<file path="config.mk">
export PLATFORM = sky130hd
export DESIGN_NAME = rssi_spike_median_window_stats_top
export DESIGN_NICKNAME = d
export VERILOG_FILES = /design/src/hw/rtl/rsmws_pkg.sv /design/src/hw/rtl/rssi_spike_median_window_stats_top.sv /design/src/hw/rtl/rsmws_ram.sv /design/src/hw/rtl/rsmws_median.sv /design/src/hw/rtl/rsmws_div.sv
export SDC_FILE = /design/constraint.sdc
export NUM_CORES = 2
export LEC_CHECK = 0
export BUFFER_PORTS_ARGS = -buffer_cell sky130_fd_sc_hd__buf_2
export CAP_MARGIN = 20
export CORE_MARGIN = 1
export CORE_UTILIZATION = 58
export CTS_CLUSTER_DIAMETER = 200
export CTS_CLUSTER_SIZE = 12
export DETAILED_ROUTE_END_ITERATION = 8
export MAX_ROUTING_LAYER = met4
export PLACE_DENSITY = 0.78
export SYNTH_ARGS = -nofsm -noshare
export SYNTH_HDL_FRONTEND = slang
export SYNTH_SLANG_ARGS = --single-unit
</file>
<file path="constraint.sdc">
create_clock -name clk -period 6.5 [get_ports clk]
set_clock_uncertainty 0.15 [all_clocks]
set_input_delay 0.325 -clock clk [delete_from_list [all_inputs] [get_ports clk]]
set_output_delay 0.325 -clock clk [all_outputs]
set_load 0.005 [all_outputs]
</file>
<file path="src/hw/rtl/rsmws_pkg.sv">
// ----------------------------------------------------------------------------
// rsmws_pkg
// Shared constants, types and codes for the RSSI spike clipper, median filter
// and window statistics block.
// ----------------------------------------------------------------------------
package rsmws_pkg;

  localparam int RING_DEPTH      = 32;
  localparam int RING_AW         = $clog2(RING_DEPTH);
  localparam int ANALYSIS_WINDOW = 30;
  localparam int FILL_W          = $clog2(ANALYSIS_WINDOW + 1);
  localparam int MEDIAN_TAPS     = 7;
  localparam int MEDIAN_HALF     = 3;
  localparam int RANK_W          = $clog2(MEDIAN_TAPS);
  localparam int STEP_W          = $clog2(ANALYSIS_WINDOW + MEDIAN_HALF + 1);

  localparam int SUM_W   = 13;
  localparam int SUMSQ_W = 19;
  localparam int PROD_W  = 24;

  localparam int DIV_NUM_W = 32;
  localparam int DIV_DEN_W = 10;
  localparam int DIV_Q_W   = 22;
  localparam int DIV_CNT_W = $clog2(DIV_Q_W);

  localparam logic signed [7:0] UNINIT_MARK = -8'sd127;

  localparam logic [7:0] SPIKE_THRESHOLD_RST  = 8'd15;
  localparam logic [7:0] SPIKE_PERSIST_RST    = 8'd5;
  localparam logic [9:0] SAMPLE_PERIOD_MS_RST = 10'd20;

  typedef enum logic [1:0] {
    CFG_SPIKE_THRESHOLD  = 2'd0,
    CFG_SPIKE_PERSIST    = 2'd1,
    CFG_SAMPLE_PERIOD_MS = 2'd2
  } cfg_idx_t;

  typedef enum logic [2:0] {
    S_IDLE,
    S_STREAM,
    S_DRAIN,
    S_MUL,
    S_DIVM,
    S_DIVV,
    S_DONE
  } state_t;

  typedef struct packed {
    logic                 start;
    logic [DIV_NUM_W-1:0] num;
    logic [DIV_DEN_W-1:0] den;
  } div_req_t;

  typedef struct packed {
    logic               done;
    logic [DIV_Q_W-1:0] q;
  } div_rsp_t;

endpackage

</file>
<file path="src/hw/rtl/rssi_spike_median_window_stats_top.sv">
// ----------------------------------------------------------------------------
// rssi_spike_median_window_stats_top
// While fewer than seven samples are held, the result is formed straight from
// the accepted sample; otherwise n + 3 ring reads (n = samples in the window,
// 7 to 30) feed the median pipeline, and two divisions then give the mean and
// variance. A new sample is taken only in the idle state, after the result is
// loaded, so a stalled result register also holds off the next sample.
// Reset is synchronous and active low and restores the register defaults.
// ----------------------------------------------------------------------------
module rssi_spike_median_window_stats_top (
  input  logic                    clk,
  input  logic                    rst_n,
  input  logic                    cfg_we,
  input  logic [1:0]              cfg_index,
  input  logic [9:0]              cfg_wdata,
  input  logic                    in_valid,
  output logic                    in_ready,
  input  logic signed [7:0]       in_rssi_sample,
  output logic                    out_valid,
  input  logic                    out_ready,
  output logic signed [7:0]       out_current_rssi,
  output logic signed [7:0]       out_filtered_rssi,
  output logic signed [7:0]       out_min_rssi,
  output logic signed [7:0]       out_max_rssi,
  output logic signed [15:0]      out_mean_q8,
  output logic [21:0]             out_variance_q8,
  output logic [4:0]              out_median_count,
  output logic [14:0]             out_window_ms,
  output logic                    out_stats_valid
);

  localparam int AW = rsmws_pkg::RING_AW;
  localparam int SW = rsmws_pkg::STEP_W;
  localparam int FW = rsmws_pkg::FILL_W;

  rsmws_pkg::state_t state_r, state_nxt;

  logic [7:0]  thr_r, persist_r;
  logic [9:0]  period_r;

  logic [AW-1:0]     wr_idx_r, base_r;
  logic [FW-1:0]     fill_r, fill_nxt, n_r;
  logic signed [7:0] last_acc_r, run_dummy;
  logic [7:0]        run_r;

  logic [SW-1:0] t_r, tag_d1_r, tag_d2_r, tag_d3_r, off;
  logic          v_d1_r, v_d2_r, v_d3_r;
  logic [AW:0]   addr_ext;
  logic [AW-1:0] raddr;
  logic [7:0]    rdata;
  logic signed [7:0] med;

  logic signed [rsmws_pkg::SUM_W-1:0] sum_r;
  logic [rsmws_pkg::SUM_W-1:0]        sum_abs;
  logic [rsmws_pkg::SUMSQ_W-1:0]      sumsq_r;
  logic signed [7:0]                  min_r, max_r;
  logic [rsmws_pkg::PROD_W-1:0]       prod_a_r, prod_b_r;
  logic [9:0]                         csq_r;
  logic [4:0]                         cnt;
  logic                               stats_r;

  logic signed [7:0]  res_cur_r, res_filt_r;
  logic signed [15:0] res_mean_r;
  logic [21:0]        res_var_r;
  logic [14:0]        res_wms_r;

  logic              accept, short_win, load;
  logic signed [7:0] la, clip_cur, clip_la;
  logic [7:0]        clip_run, run_inc;
  logic signed [8:0] diff;
  logic [7:0]        diff_abs;
  logic [15:0]       mean_mag;

  rsmws_pkg::div_req_t div_req;
  rsmws_pkg::div_rsp_t div_rsp;

  assign run_dummy = '0;
  assign in_ready  = (state_r == rsmws_pkg::S_IDLE);
  assign accept    = in_valid && in_ready;
  assign fill_nxt  = (fill_r == FW'(rsmws_pkg::ANALYSIS_WINDOW)) ? fill_r : fill_r + 1'b1;
  assign short_win = fill_nxt < FW'(rsmws_pkg::MEDIAN_TAPS);
  assign cnt       = 5'(n_r - FW'(rsmws_pkg::MEDIAN_TAPS - 1));
  assign sum_abs   = sum_r[rsmws_pkg::SUM_W-1] ? rsmws_pkg::SUM_W'(-sum_r) : sum_r;
  assign load      = (state_r == rsmws_pkg::S_DONE) && (!out_valid || out_ready);
  assign mean_mag  = div_rsp.q[15:0];

  // Spike clipper.
  always_comb begin
    la       = (last_acc_r == rsmws_pkg::UNINIT_MARK) ? in_rssi_sample : last_acc_r;
    diff     = 9'(in_rssi_sample) - 9'(la);
    diff_abs = diff[8] ? 8'(-diff) : diff[7:0];
    run_inc  = run_r + 1'b1;
    clip_cur = in_rssi_sample;
    clip_la  = in_rssi_sample;
    clip_run = '0;
    if (diff_abs > thr_r) begin
      if (run_inc <= persist_r) begin
        clip_cur = la;
        clip_la  = la;
        clip_run = run_inc;
      end
    end
  end

  // Ring read address for the current stream step.
  always_comb begin
    off      = (t_r < SW'(rsmws_pkg::MEDIAN_HALF)) ? '0 : t_r - SW'(rsmws_pkg::MEDIAN_HALF);
    if ({1'b0, base_r} >= (AW+1)'(off)) begin
      addr_ext = {1'b0, base_r} - (AW+1)'(off);
    end else begin
      addr_ext = {1'b0, base_r} + (AW+1)'(rsmws_pkg::RING_DEPTH) - (AW+1)'(off);
    end
    raddr = addr_ext[AW-1:0];
  end

  rsmws_ram #(
    .WIDTH(8),
    .DEPTH(rsmws_pkg::RING_DEPTH)
  ) u_ring (
    .clk  (clk),
    .we   (accept),
    .waddr(wr_idx_r),
    .wdata(in_rssi_sample),
    .raddr(raddr),
    .rdata(rdata)
  );

  rsmws_median u_median (
    .clk  (clk),
    .push (v_d1_r),
    .din  ($signed(rdata)),
    .med_r(med)
  );

  rsmws_div u_div (
    .clk  (clk),
    .rst_n(rst_n),
    .req  (div_req),
    .rsp  (div_rsp)
  );

  always_comb begin
    div_req.start = 1'b0;
    div_req.num   = rsmws_pkg::DIV_NUM_W'(sum_abs) << 8;
    div_req.den   = rsmws_pkg::DIV_DEN_W'(cnt);
    if (state_r == rsmws_pkg::S_MUL) begin
      div_req.start = 1'b1;
    end else if ((state_r == rsmws_pkg::S_DIVM) && div_rsp.done) begin
      div_req.start = 1'b1;
      div_req.num   = rsmws_pkg::DIV_NUM_W'(prod_a_r - prod_b_r) << 8;
      div_req.den   = csq_r;
    end
  end

  always_comb begin
    state_nxt = state_r;
    unique case (state_r)
      rsmws_pkg::S_IDLE: begin
        if (accept) begin
          state_nxt = short_win ? rsmws_pkg::S_DONE : rsmws_pkg::S_STREAM;
        end
      end
      rsmws_pkg::S_STREAM: begin
        if (t_r == SW'(n_r) + SW'(rsmws_pkg::MEDIAN_HALF - 1)) begin
          state_nxt = rsmws_pkg::S_DRAIN;
        end
      end
      rsmws_pkg::S_DRAIN: begin
        if (!v_d1_r && !v_d2_r && !v_d3_r) begin
          state_nxt = rsmws_pkg::S_MUL;
        end
      end
      rsmws_pkg::S_MUL: begin
        state_nxt = rsmws_pkg::S_DIVM;
      end
      rsmws_pkg::S_DIVM: begin
        if (div_rsp.done) begin
          state_nxt = rsmws_pkg::S_DIVV;
        end
      end
      rsmws_pkg::S_DIVV: begin
        if (div_rsp.done) begin
          state_nxt = rsmws_pkg::S_DONE;
        end
      end
      rsmws_pkg::S_DONE: begin
        if (load) begin
          state_nxt = rsmws_pkg::S_IDLE;
        end
      end
      default: begin
        state_nxt = rsmws_pkg::S_IDLE;
      end
    endcase
  end

  always_ff @(posedge clk) begin
    if (!rst_n) begin
      state_r <= rsmws_pkg::S_IDLE;
    end else begin
      state_r <= state_nxt;
    end
  end

  // Control state.
  always_ff @(posedge clk) begin
    if (!rst_n) begin
      thr_r      <= rsmws_pkg::SPIKE_THRESHOLD_RST;
      persist_r  <= rsmws_pkg::SPIKE_PERSIST_RST;
      period_r   <= rsmws_pkg::SAMPLE_PERIOD_MS_RST;
      wr_idx_r   <= '0;
      fill_r     <= '0;
      last_acc_r <= rsmws_pkg::UNINIT_MARK;
      run_r      <= '0;
      v_d1_r     <= 1'b0;
      v_d2_r     <= 1'b0;
      v_d3_r     <= 1'b0;
      out_valid  <= 1'b0;
    end else begin
      if (cfg_we) begin
        unique case (cfg_index)
          rsmws_pkg::CFG_SPIKE_THRESHOLD:  thr_r    <= cfg_wdata[7:0];
          rsmws_pkg::CFG_SPIKE_PERSIST:    persist_r <= cfg_wdata[7:0];
          rsmws_pkg::CFG_SAMPLE_PERIOD_MS: period_r <= cfg_wdata;
          default: begin
            thr_r <= thr_r;
          end
        endcase
      end
      if (accept) begin
        wr_idx_r <= (wr_idx_r == AW'(rsmws_pkg::RING_DEPTH - 1)) ? '0 : wr_idx_r + 1'b1;
        fill_r   <= fill_nxt;
        if (!short_win) begin
          last_acc_r <= clip_la;
          run_r      <= clip_run | run_dummy;
        end
      end
      v_d1_r <= (state_r == rsmws_pkg::S_STREAM);
      v_d2_r <= v_d1_r;
      v_d3_r <= v_d2_r;
      if (load) begin
        out_valid <= 1'b1;
      end else if (out_ready) begin
        out_valid <= 1'b0;
      end
    end
  end

  // Datapath.
  always_ff @(posedge clk) begin
    tag_d1_r <= t_r;
    tag_d2_r <= tag_d1_r;
    tag_d3_r <= tag_d2_r;
    if (accept) begin
      base_r     <= wr_idx_r;
      n_r        <= fill_nxt;
      t_r        <= '0;
      stats_r    <= !short_win;
      res_cur_r  <= short_win ? in_rssi_sample : clip_cur;
      res_filt_r <= in_rssi_sample;
      res_mean_r <= '0;
      res_var_r  <= '0;
      res_wms_r  <= '0;
      sum_r      <= '0;
      sumsq_r    <= '0;
      min_r      <= 8'sd127;
      max_r      <= -8'sd128;
    end
    if (state_r == rsmws_pkg::S_STREAM) begin
      t_r <= t_r + 1'b1;
    end
    if (v_d3_r && (tag_d3_r == SW'(rsmws_pkg::MEDIAN_TAPS - 1))) begin
      res_filt_r <= med;
    end
    if (v_d3_r && (tag_d3_r >= SW'(rsmws_pkg::MEDIAN_TAPS - 1 + rsmws_pkg::MEDIAN_HALF))) begin
      sum_r   <= sum_r + rsmws_pkg::SUM_W'(med);
      sumsq_r <= sumsq_r + rsmws_pkg::SUMSQ_W'(unsigned'(16'(med * med)));
      if (med < min_r) begin
        min_r <= med;
      end
      if (med > max_r) begin
        max_r <= med;
      end
    end
    if (state_r == rsmws_pkg::S_MUL) begin
      prod_a_r  <= rsmws_pkg::PROD_W'(cnt * sumsq_r);
      prod_b_r  <= rsmws_pkg::PROD_W'(sum_abs * sum_abs);
      csq_r     <= 10'(cnt * cnt);
      res_wms_r <= 15'(cnt * period_r);
    end
    if ((state_r == rsmws_pkg::S_DIVM) && div_rsp.done) begin
      res_mean_r <= sum_r[rsmws_pkg::SUM_W-1] ? 16'(-mean_mag) : mean_mag;
    end
    if ((state_r == rsmws_pkg::S_DIVV) && div_rsp.done) begin
      res_var_r <= div_rsp.q;
    end
    if (load) begin
      out_current_rssi  <= res_cur_r;
      out_filtered_rssi <= res_filt_r;
      out_min_rssi      <= stats_r ? min_r : '0;
      out_max_rssi      <= stats_r ? max_r : '0;
      out_mean_q8       <= res_mean_r;
      out_variance_q8   <= res_var_r;
      out_median_count  <= stats_r ? cnt : '0;
      out_window_ms     <= res_wms_r;
      out_stats_valid   <= stats_r;
    end
  end

endmodule

</file>
<file path="src/hw/rtl/rsmws_ram.sv">
// ----------------------------------------------------------------------------
// rsmws_ram
// Generic single-write, single-read RAM with a registered read port.
// ----------------------------------------------------------------------------
module rsmws_ram #(
  parameter int WIDTH = 8,
  parameter int DEPTH = 32
) (
  input  logic                     clk,
  input  logic                     we,
  input  logic [$clog2(DEPTH)-1:0] waddr,
  input  logic [WIDTH-1:0]         wdata,
  input  logic [$clog2(DEPTH)-1:0] raddr,
  output logic [WIDTH-1:0]         rdata
);

  logic [WIDTH-1:0] mem [DEPTH];

  always_ff @(posedge clk) begin
    if (we) begin
      mem[waddr] <= wdata;
    end
    rdata <= mem[raddr];
  end

endmodule

</file>
<file path="src/hw/rtl/rsmws_median.sv">
// ----------------------------------------------------------------------------
// rsmws_median
// Seven-tap sample window fed one word at a time, with a registered
// rank-select median of the current window.
// ----------------------------------------------------------------------------
module rsmws_median (
  input  logic              clk,
  input  logic              push,
  input  logic signed [7:0] din,
  output logic signed [7:0] med_r
);

  logic signed [7:0]                 win_r [rsmws_pkg::MEDIAN_TAPS];
  logic        [rsmws_pkg::RANK_W-1:0] rank  [rsmws_pkg::MEDIAN_TAPS];
  logic signed [7:0]                 med_nxt;

  always_comb begin
    for (int j = 0; j < rsmws_pkg::MEDIAN_TAPS; j++) begin
      rank[j] = '0;
      for (int k = 0; k < rsmws_pkg::MEDIAN_TAPS; k++) begin
        if (k != j) begin
          if ((win_r[k] < win_r[j]) || ((win_r[k] == win_r[j]) && (k < j))) begin
            rank[j] = rank[j] + 1'b1;
          end
        end
      end
    end
    med_nxt = win_r[0];
    for (int j = 0; j < rsmws_pkg::MEDIAN_TAPS; j++) begin
      if (rank[j] == rsmws_pkg::RANK_W'(rsmws_pkg::MEDIAN_HALF)) begin
        med_nxt = win_r[j];
      end
    end
  end

  always_ff @(posedge clk) begin
    if (push) begin
      win_r[0] <= din;
      for (int j = 1; j < rsmws_pkg::MEDIAN_TAPS; j++) begin
        win_r[j] <= win_r[j-1];
      end
    end
    med_r <= med_nxt;
  end

endmodule

</file>
<file path="src/hw/rtl/rsmws_div.sv">
// ----------------------------------------------------------------------------
// rsmws_div
// Shared restoring divider giving one quotient bit per cycle.
// ----------------------------------------------------------------------------
module rsmws_div (
  input  logic                clk,
  input  logic                rst_n,
  input  rsmws_pkg::div_req_t req,
  output rsmws_pkg::div_rsp_t rsp
);

  logic [rsmws_pkg::DIV_NUM_W-1:0] rem_r;
  logic [rsmws_pkg::DIV_NUM_W-1:0] dsh_r;
  logic [rsmws_pkg::DIV_Q_W-1:0]   q_r;
  logic [rsmws_pkg::DIV_CNT_W-1:0] i_r;
  logic                            busy_r;
  logic                            done_r;
  logic                            ge;

  assign ge       = rem_r >= dsh_r;
  assign rsp.done = done_r;
  assign rsp.q    = q_r;

  always_ff @(posedge clk) begin
    if (!rst_n) begin
      busy_r <= 1'b0;
      done_r <= 1'b0;
    end else begin
      done_r <= 1'b0;
      if (req.start) begin
        busy_r <= 1'b1;
      end else if (busy_r && (i_r == '0)) begin
        busy_r <= 1'b0;
        done_r <= 1'b1;
      end
    end
  end

  always_ff @(posedge clk) begin
    if (req.start) begin
      rem_r <= req.num;
      dsh_r <= rsmws_pkg::DIV_NUM_W'(req.den) << (rsmws_pkg::DIV_Q_W - 1);
      q_r   <= '0;
      i_r   <= rsmws_pkg::DIV_CNT_W'(rsmws_pkg::DIV_Q_W - 1);
    end else if (busy_r) begin
      if (ge) begin
        rem_r <= rem_r - dsh_r;
      end
      q_r   <= {q_r[rsmws_pkg::DIV_Q_W-2:0], ge};
      dsh_r <= dsh_r >> 1;
      i_r   <= i_r - 1'b1;
    end
  end

endmodule

</file>
==> flow_summary.toml <==
[cts]
path_clk_slew_ns = 0.07
cts_root_buffer = "clkbuf_16"
cts_sinks = 778
clock_path_buffers = 3
cts_tree = "yes"
clkLatencyLatePin_ns = 0.64
cts_max_level = 3
cts_buffers = 74

[routing]
vias = 35500
ant_nets = 0
via_per_inst = 5.79
drc = 0
routedWlPerCell_um = 19.7
dr.pass1.iters = 6
drt_iter0_drc = 2763
wl_um = 121000

[placement]
place_hpwl_um = 87300
portBuffers = 117
place_inst = 5943
gp_congestion = 0.943

[synth]
synth-async-reset-ratio_pct = 0
ys_seq_area_share_pct = 42.8
synth_ff_type = "edfxtp_1"
synth_compound_area_share_pct = 9.28
synth_top_family_by_area = "adder cells"
synthTopCellsByArea = "edfxtp_1 (37%), ha_1 (12%), fa_1 (8.9%)"
synth-edff-count = 619
yosys_warnings = 0
postSynthAreaPerCell_um2 = 11.1
synth_top_area_cell = "edfxtp_1"
syn_area_um2 = 50800
synthAdderAreaFrac_pct = 21.0
synth_cells = 4597
synth-simple-area-share_pct = 11.9
synthMuxAreaShare_pct = 5.38
ys_seq_elements = 778
synth_top_area_share_pct = 36.6
synth_cell_types = 101
synth_xor_area_share_pct = 4.38

[global_route]
antenna_found_initial = 4
grtUsageTotal_pct = 27.9
grt_pass1_wl_um = 189000
grt_overflow = 0
grt_start_max_net_pins = 77
grt_pass1_vias = 35200

[floorplanning]
die_height_um = 298
start_util_pct = 58.6
num_io_pins = 118
die_width_um = 298
die_area_um2 = 88800
core_area_um2 = 86800
num_rows = 108

[finish]
fin_cells = 6129
final_cell_mix = "edfxtp_1 (619), inv_1 (533), ha_1 (480)"
utilization_pct = 65.9
drive_above_1_share_pct = 13.9
final_common_cell = "edfxtp_1"
syn2layout_area_growth_pct = 12.6
fin_nets = 5659

[run_status]
violations = "negative setup slack"
outcome = "finished with violations"

[sta]
rsz0062_at_grt = "yes"
finalHoldViolCount = 0
setup_violations = 1
tightestPinTransition_ns = 1.18
finalSetupTns_ns = -0.00211
fin_ws_ns = -0.00211
final_max_slew_viol_count = 0
slew_headroom_pct = 21.6
fin_crit_ns = 6.50
fin_crit_sh_pct = 100
fmax_mhz = 154

[worst_setup_path]
cp-end-kind = "flip-flop"
max_stage_delay_ns = 0.53
cp.required_ns = 6.74
setup.worst_path.class = "reg -> reg"
critPathLaunchType = "flip-flop"
crit_arrival_ns = 6.74
cp_max_fo = 3
slowest_stage = "fa_1"

[flow_run]
cap_violations = 0

[min_path]
min_path_type = "in -> reg"
cell families after synthesis:
logic type | after synthesis
DFF | 778
buffers and inverters | 690
and+or+nand+nor | 1258
adders and majority gates | 717
other | 2
muxes | 191
AOI/OAI and AO/OA | 718
xor gates and xnor gates | 243
synthesized netlist by cell type (29+ instances only):
cell and instances:
nor2_1 394, a21oi_1 209, o21a_1 41, and3_1 29, nand2b_1 40, nand4_1 31
nor2b_1 110, o21ai_0 148, mux2i_1 111, inv_1 557, ha_1 491, xnor2_1 153
dfxtp_1 159, fa_1 226, a21o_1 55, a211oi_1 36, edfxtp_1 619, mux4_2 64
nor3_1 51, nand2_1 313, clkbuf_1 102, nand3_1 76, and2_1 109, xor2_1 83
state kept, by name (all words and copies together) (netlist names), 22 cells and up:
signal / flops
u_ring.mem: 256
u_median.win_r: 56
res_var_r: 22
u_div.dsh_r: 31
u_div.q_r: 22
prod_a_r: 24
u_div.rem_r: 32
out_variance_q8: 22
prod_b_r: 23
repair_timing:
item | CTS | global route
pin swaps | 13 | 88
setup buffers | 5 | 31
resized for setup | 19 | 123
hold buffers | 19 | 0
hold endpoints to repair | 47 | 0
endpoints found under the setup margin | 7 | 21
area by class of cell:
cell class,count,area (um2)
Multi-Input combinational cell,3136,27100
Sequential cell,778,21800
Antenna cell,1,2.50
Clock buffer,125,2060
Timing Repair Buffer,364,2530
Clock inverter,7,128
Fill cell,6372,29500
Inverter,563,2120
Tap cell,1155,1450
through the flow:
step / hold WS [ns] / setup slack, ns / cell area [um2]
2_1_floorplan: 0.160 / -0.00977 / 50900
3_3_place_gp: 0.161 / -0.156 / 53900
3_5_place_dp: 0.162 / -0.232 / 53900
4_1_cts: 0.00351 / -0.0129 / 56500
5_1_grt: 0.0615 / -0.293 / 57200
6_report: 0.0293 / -0.00211 / 57200
layer usage:
layer	up-vias	GRT usage, %	part of all wire, %
li1	16700	-	-
met1	17300	37.3	43
met2	1284	43.9	47
met3	262	4.10	7.2
met4	0	8.97	3.2
met5	-	-	0
worst paths after layout:
check         startpoint            to  slack [ns]  cells after the start
max             sum_r[0]  prod_b_r[23]      -0.002                     25
min reg2reg  tag_d2_r[4]   tag_d3_r[4]        0.18                      0
max reg2reg     sum_r[0]  prod_b_r[23]      -0.002                     25
min             in_valid    state_r[0]        0.03                      4
worst max-delay path, delay by kind of cell (launching register included):
family	cells	cell delay [ns]
xor+xnor	2	0.33
fa+ha+maj	6	2.61
flops	1	0.42
buf+inv	6	0.52
compound gates	8	1.63
simple gates	3	0.59
Power is left out: the tool's default activity adds up to more than one toggle a clock period on the data nets, which glitch-free logic cannot reach.
